### src/hdl/dmh_div.sv
// ----------------------------------------------------------------------------
// dmh_div: iterative divider
// Restoring division, one quotient bit per cycle; gives the parent slot.
// ----------------------------------------------------------------------------
module dmh_div #(
    parameter int NUM_W = 10,
    parameter int DEN_W = 4
) (
    input  logic             i_clk,
    input  logic             i_rst_n,
    input  logic             i_start,
    input  logic [NUM_W-1:0] i_num,
    input  logic [DEN_W-1:0] i_den,
    output logic             o_done,
    output logic [NUM_W-1:0] o_quot
);
    localparam int CNT_W = $clog2(NUM_W + 1);

    logic [NUM_W-1:0] r_num;
    logic [DEN_W-1:0] r_den;
    logic [DEN_W-1:0] r_rem;
    logic [CNT_W-1:0] r_cnt;
    logic             r_busy;
    logic             r_done;
    logic [DEN_W:0]   rem_sh;
    logic             q_bit;
    logic [DEN_W:0]   rem_sub;

    always_comb begin
        rem_sh  = {r_rem, r_num[NUM_W-1]};
        q_bit   = (rem_sh >= {1'b0, r_den});
        rem_sub = rem_sh - {1'b0, r_den};
    end

    always_ff @(posedge i_clk) begin
        if (!i_rst_n) begin
            r_busy <= 1'b0;
            r_done <= 1'b0;
            r_cnt  <= '0;
        end else begin
            r_done <= 1'b0;
            if (i_start) begin
                r_busy <= 1'b1;
                r_cnt  <= CNT_W'(NUM_W);
                r_num  <= i_num;
                r_den  <= i_den;
                r_rem  <= '0;
            end else if (r_busy) begin
                r_num <= {r_num[NUM_W-2:0], q_bit};
                r_rem <= q_bit ? rem_sub[DEN_W-1:0] : rem_sh[DEN_W-1:0];
                r_cnt <= r_cnt - 1'b1;
                if (r_cnt == CNT_W'(1)) begin
                    r_busy <= 1'b0;
                    r_done <= 1'b1;
                end
            end
        end
    end

    assign o_done = r_done;
    assign o_quot = r_num;

`ifndef NO_ASSERTIONS
    a_done_after_busy: assert property (@(posedge i_clk) disable iff (!i_rst_n)
        r_done |-> $past(r_busy)) else $error("divider done without work");
    a_no_restart: assert property (@(posedge i_clk) disable iff (!i_rst_n)
        i_start |-> !r_busy) else $error("divider restarted while busy");
    a_rem_below_den: assert property (@(posedge i_clk) disable iff (!i_rst_n)
        (r_busy && r_cnt != CNT_W'(NUM_W)) |-> (r_rem < r_den))
        else $error("remainder out of range");
`endif
endmodule
### config.mk
export PLATFORM = sky130hd
export DESIGN_NAME = dmh_div
export DESIGN_NICKNAME = d
export VERILOG_FILES = /design/src/hdl/dmh_div.sv
export SDC_FILE = /design/constraint.sdc
export NUM_CORES = 1
export LEC_CHECK = 0
export ABC_AREA = 1
export CORE_ASPECT_RATIO = 0.7
export CORE_MARGIN = 1
export CORE_UTILIZATION = 53
export CTS_BUF_LIST = sky130_fd_sc_hd__clkbuf_16
export DETAILED_ROUTE_END_ITERATION = 8
export DONT_BUFFER_PORTS = 1
export GPL_TIMING_DRIVEN = 0
export PLACE_DENSITY = 0.7
export RECOVER_POWER = 25
export SLEW_MARGIN = 20
export SYNTH_ARGS = -nofsm -noshare
export SYNTH_HDL_FRONTEND = slang
export SYNTH_SLANG_ARGS = --single-unit
### constraint.sdc
create_clock -name i_clk -period 3.9 [get_ports i_clk]
set_input_delay 0.195 -clock i_clk [delete_from_list [all_inputs] [get_ports i_clk]]
set_output_delay 0.195 -clock i_clk [all_outputs]
set_load 0.005 [all_outputs]
-- After elaboration in Yosys (flattened, before gate mapping)
Index checks and enable logic that the tools add are counted.
- equal/unequal tests: 1
- order comparisons: 1
- reductions and logical operators: 5
- add/subtract/negate cells: 2
- bitwise gates (word level): 2
- mux-type cells: 10
- operators with widths (kind ; count):
    two-way mux 10 bit ; 2
    two-way mux 4 bit ; 4
    >= comparator 5 x 4 -> 1 bit ; 1
    == test 4 x 1 -> 1 bit (second input constant) ; 1
    two-way mux 1 bit ; 4
    AND reduction 2 bit ; 2
    subtractor 4 x 1 -> 4 bit (second input constant) ; 1
    subtractor 4 bit ; 1
    OR reduction 3 bit ; 1
    inverter 1 bit ; 2
    nonzero test 2 bit ; 1
    OR reduction 2 bit ; 1
- bits in registers: 24

-- Longest topological paths before layout
- depth in word-level cells: 4
- depth in mapped cells: 10
- gate-level depth less buffers: 10

-- Least setup slack after synthesis
No wires, ideal clock.
- kind: register -> register
- start: register r_busy
- end: register r_num[0] (netlist: o_quot[0]), enable pin
- required time: 3509 ps
- arrival time: 1196 ps
- period minus slack after synthesis: 1587 ps
- stages on the path, launching flop included: 3
- setup time: 391 ps
- path slack: 2313 ps
- path through: dfxtp_1 > inv_2 > a21oi_1
- word-level cells in the longest chain between the ends: 2
- ends and longest elaborated chain (item ; RTL line ; source):
    start: declaration ; 23 ; logic r_busy;
    start signal: assignment ; 37 ; r_busy <= 1'b0;
    start signal: assignment ; 43 ; r_busy <= 1'b1;
    start signal: assignment ; 53 ; r_busy <= 1'b0;
    nonzero test 2 bit (no line) ; -- ;
    AND reduction 2 bit (no line) ; -- ;
    end signal: assignment ; 45 ; r_num <= i_num;
    end signal: assignment ; 49 ; r_num <= {r_num[NUM_W-2:0], q_bit};
    end: declaration ; 19 ; logic [NUM_W-1:0] r_num;
Every way passes these cells.
A chain may end at the register's enable or synchronous reset.

-- Final worst setup path
- start: register r_rem[1]
- end: register r_rem[2], data pin
- word-level cells in the longest chain between the ends: 3
- elaborated cells on any way between the ends: 4
- ends and longest elaborated chain (item ; RTL line ; source):
    start: declaration ; 21 ; logic [DEN_W-1:0] r_rem;
    start signal: assignment ; 50 ; r_rem <= q_bit ? rem_sub[DEN_W-1:0] : rem_sh[DEN_W-1:0];
    subtractor 4 bit / >= comparator 5 x 4 -> 1 bit (equally long branches) ; 32, 31 ;
    two-way mux 4 bit * ; 50 ;
    two-way mux 4 bit * ; 48 ; end else if (r_busy) begin
Every way passes the cells marked *; elsewhere a longest branch is shown, timed or not. The select of a mux whose other input is x is not followed.

==> results by group <==
Floorplanning
  • Boundary Pins: 28
  • Core box area: 0.00197 mm²
  • Count of standard-cell rows: 13
  • Initial standard-cell utilization of the core: 0.597
  • Die height: 41.4 µm
  • DIE AREA: 0.00241 mm²
  • Horizontal die dimension: 58.3 µm

STA
  • Final sum of negative setup slack: 0 ns
  • Maximum clock rate: 613 MHz
  • Final hold violation count: 0
  • Final slew viol count: 0
  • RSZ-0062 raised after global routing: no
  • Post-route clock skew: 0.00225 ns
  • Min Hold Slack: 0.0155 ns
  • Setup violators final: 0
  • Post-layout minimum cycle time: 1.63 ns
  • Worst max-slew margin expressed relative to the limit: 0.478
  • Actual transition at the worst max-transition pin: 0.783 ns
  • Final worst-path cycle share: 0.419

Detailed routing
  • DRC violation count after routing: 0
  • Initial DRC Count: 51
  • Wire length per cell: 12.4 µm
  • Via-to-Cell Ratio: 5.11
  • Post-DRT Antenna Nets: 0
  • First-pass iteration count of the detailed router: 4
  • Number of vias in the routed layout: 822
  • Total wire length: 2.00 mm

Clock network
  • Quantity of gates resized following cts: 0
  • TritonCTS clock tree: built
  • Clock Sinks: 24
  • Worst skew pair latency: 0.26 ns
  • Maximum level of the CTS H-tree: 1
  • Root Driver: sky130_fd_sc_hd__clkbuf_16
  • Clock transition at the registers of the reported paths: 0.06 ns
  • Number of buffers created by CTS: 3
  • Total of hold buffers inserted after clock tree synthesis: 0
  • Setup Fix Bufs, Post-CTS: 0
  • Clock Tree Buf Depth: 2

Finish
  • Most frequent standard cell in the layout excluding fill and tap cells: sky130_fd_sc_hd__nand2_1
  • Highest-count cells in the layout ignoring fill and taps: sky130_fd_sc_hd__nand2_1, sky130_fd_sc_hd__edfxtp_1, sky130_fd_sc_hd__inv_1
  • Synthesis-to-finish area growth: 12.5%
  • Share of layout cells above drive strength 1: 0.0992
  • Final net count: 156
  • Cell Count, Final, Fillers Out: 161
  • Antenna Cells: 0
  • Number of fillers in the final layout: 155

Worst setup path
  • Worst endpoint required time: 3.91 ns
  • Type of the worst setup path: reg2reg
  • Kind of end point of the critical path: register
  • Worst-case reg-to-reg path depth: 8
  • Critical path arrival: 1.65 ns
  • Critical-path maximum fanout: 7
  • Sort of element at the start of the critical path: register

Power and ir drop
  • Total leakage power: 0.588 nW
  • Design internal power: 0.000533 W
  • Combinational group share of total power: 0.123
  • Worst VDD drop: 0.000293 V
  • Power per cell area: 517 mW/mm²
  • Share of total power in the clock network: 0.423
  • Switching portion of total power: 0.220
  • Share of power burned in registers: 0.454
  • Psw: 0.000150 W

Yosys
  • Unique cell type count in the Yosys netlist: 23
  • Post-synthesis instance area: 0.00117 mm²
  • Proportion of netlist area held by the largest area contributor: 0.460
  • Avg Cell Area, Syn: 9.25 µm²
  • Synthesized netlist cell count: 127
  • Share of the yosys chip area belonging to registers: 0.562
  • Combinational family with the most area after synthesis: simple AND/OR/NAND/NOR gates
  • Count of state elements after synthesis: 24
  • Synthesized-area fraction occupied by and/or/nand/nor cells: 0.220
  • Cell types with the largest area share after synthesis: sky130_fd_sc_hd__edfxtp_1, sky130_fd_sc_hd__nand2_1, sky130_fd_sc_hd__dfxtp_1
  • Count of flip-flops with a built-in enable after synthesis: 18
  • Share of flip-flops with an asynchronous set or reset: 0
  • Area fraction in compound gates after synthesis: 0.0639
  • XOR/XNOR Fraction of Synth Area: 0.00745
  • Dominant register cell in the synthesized netlist: sky130_fd_sc_hd__edfxtp_1
  • Post-synthesis adder-cell area fraction: 0.0809
  • Synth Warn #: 0
  • Post-synthesis net count: 151
  • Proportion of synthesized area in mux cells: 0
  • Cell type with the largest total area after synthesis: sky130_fd_sc_hd__edfxtp_1

Global route
  • First-pass GRT wire length: 2.98 mm
  • Overall overflow remaining after global route: 0
  • Maximum number of pins on one net before global-route repair: 16
  • Global-route usage over all layers: 0.175
  • Vias in the first global route: 711
  • Number of antenna violations at the first check in global routing: 0

Run status
  • Result of the run: complete, no violations

Placed design
  • Placed wire-length estimate: 1.54 mm
  • Placer's final routability congestion estimate: 0.816
  • Cell count after placement: 157
  • Count of buffers inserted at the top-level ports: 0

Hold path
  • WHS Path Cells: 1
  • Worst min path class: in2reg

Run
  • Total of max-cap violations: 0
==> final timing paths <==
path | from | endpoint | slack (ns)
hold / removal | i_start | o_done | 0.02
setup reg to reg | r_rem[1] | r_rem[2] | 2.27
setup / recovery | r_rem[1] | r_rem[2] | 2.27
hold reg to reg | r_cnt[3] | r_cnt[3] | 0.53
==> kinds of logic (layout without fill, tap and decap cells) <==
kind of cell / Yosys count / in the layout
simple gates: 64 / 64
flops: 24 / 24
buf+inv: 19 / 23
compound gates: 12 / 12
fa+ha+maj: 7 / 7
xor+xnor: 1 / 1
==> per-stage QoR <==
stage | instance area (µm²) | power [W] | utilization | setup WS [ns]
6_report | 1320 | 0.000683 | 0.671 | 2.27
2_1_floorplan | 1170 | 0.000380 | - | 2.31
3_5_place_dp | 1220 | 0.000398 | 0.618 | 2.28
5_1_grt | 1320 | 0.000709 | 0.671 | 2.14
4_1_cts | 1320 | 0.000686 | 0.671 | 2.26
3_3_place_gp | 1210 | 0.000394 | 0.616 | 1.96
==> worst max-delay path, cell delays in order, from the launching register on <==
cell and delay (ns):
sky130_fd_sc_hd__edfxtp_1 0.42, sky130_fd_sc_hd__ha_1 0.39, sky130_fd_sc_hd__nand2_1 0.09, sky130_fd_sc_hd__o21ai_2 0.17
sky130_fd_sc_hd__inv_2 0.10, sky130_fd_sc_hd__nand2_2 0.08, sky130_fd_sc_hd__nand2_1 0.05, sky130_fd_sc_hd__nand2_1 0.06
sky130_fd_sc_hd__nor2_1 0.04
==> power groups by stage <==
| stage | logic [W] | registers (W) | clock network, W |
|---|---|---|---|
| after global routing | 0.0000981 | 0.000312 | 0.000299 |
| after floorplan | 0.0000684 | 0.000312 | 0 |
| after global placement | 0.0000793 | 0.000315 | 0 |
| after detailed placement | 0.0000834 | 0.000315 | 0 |
| after CTS | 0.0000839 | 0.000310 | 0.000292 |
| final | 0.0000839 | 0.000310 | 0.000289 |
==> sequential cells by signal (all words and copies together) (netlist names) <==
| register | cells |
|---|---|
| o_quot | 10 |
| o_done | 1 |
| r_den | 4 |
| r_cnt | 4 |
| r_busy | 1 |
| r_rem | 4 |
==> routing by layer <==
| layer | track usage | vias up | part of all wire |
|---|---|---|---|
| met3 | 0.0556 | 4 | 0.072 |
| met2 | 0.302 | 27 | 0.48 |
| met4 | 0.0655 | 0 | 0.013 |
| li1 | - | 424 | - |
| met5 | 0 | - | 0 |
| met1 | 0.214 | 367 | 0.43 |
==> final cells by class <==
class                      count  area [µm²]  share of cell area
sequential                    24         661               0.500
multi-input combinational     84         442               0.334
clock buffer                   3        75.1              0.0568
inverter                      17        65.1              0.0492
tap                           30        37.5              0.0284
clock inverter                 1        30.0              0.0227
buffer                         2        11.3             0.00852
==> synth_stat cells (2+ instances only) <==
cell and number:
sky130_fd_sc_hd__nand2_1 40, sky130_fd_sc_hd__a21boi_1 2, sky130_fd_sc_hd__a31oi_1 2, sky130_fd_sc_hd__nand2_2 2, sky130_fd_sc_hd__nor2_1 12, sky130_fd_sc_hd__o21ai_0 2, sky130_fd_sc_hd__inv_2 3, sky130_fd_sc_hd__a21oi_1 3
sky130_fd_sc_hd__edfxtp_1 18, sky130_fd_sc_hd__ha_1 6, sky130_fd_sc_hd__dfxtp_1 6, sky130_fd_sc_hd__nand3_1 8, sky130_fd_sc_hd__inv_1 13
Note: power is estimated with default switching activity, not from simulation.
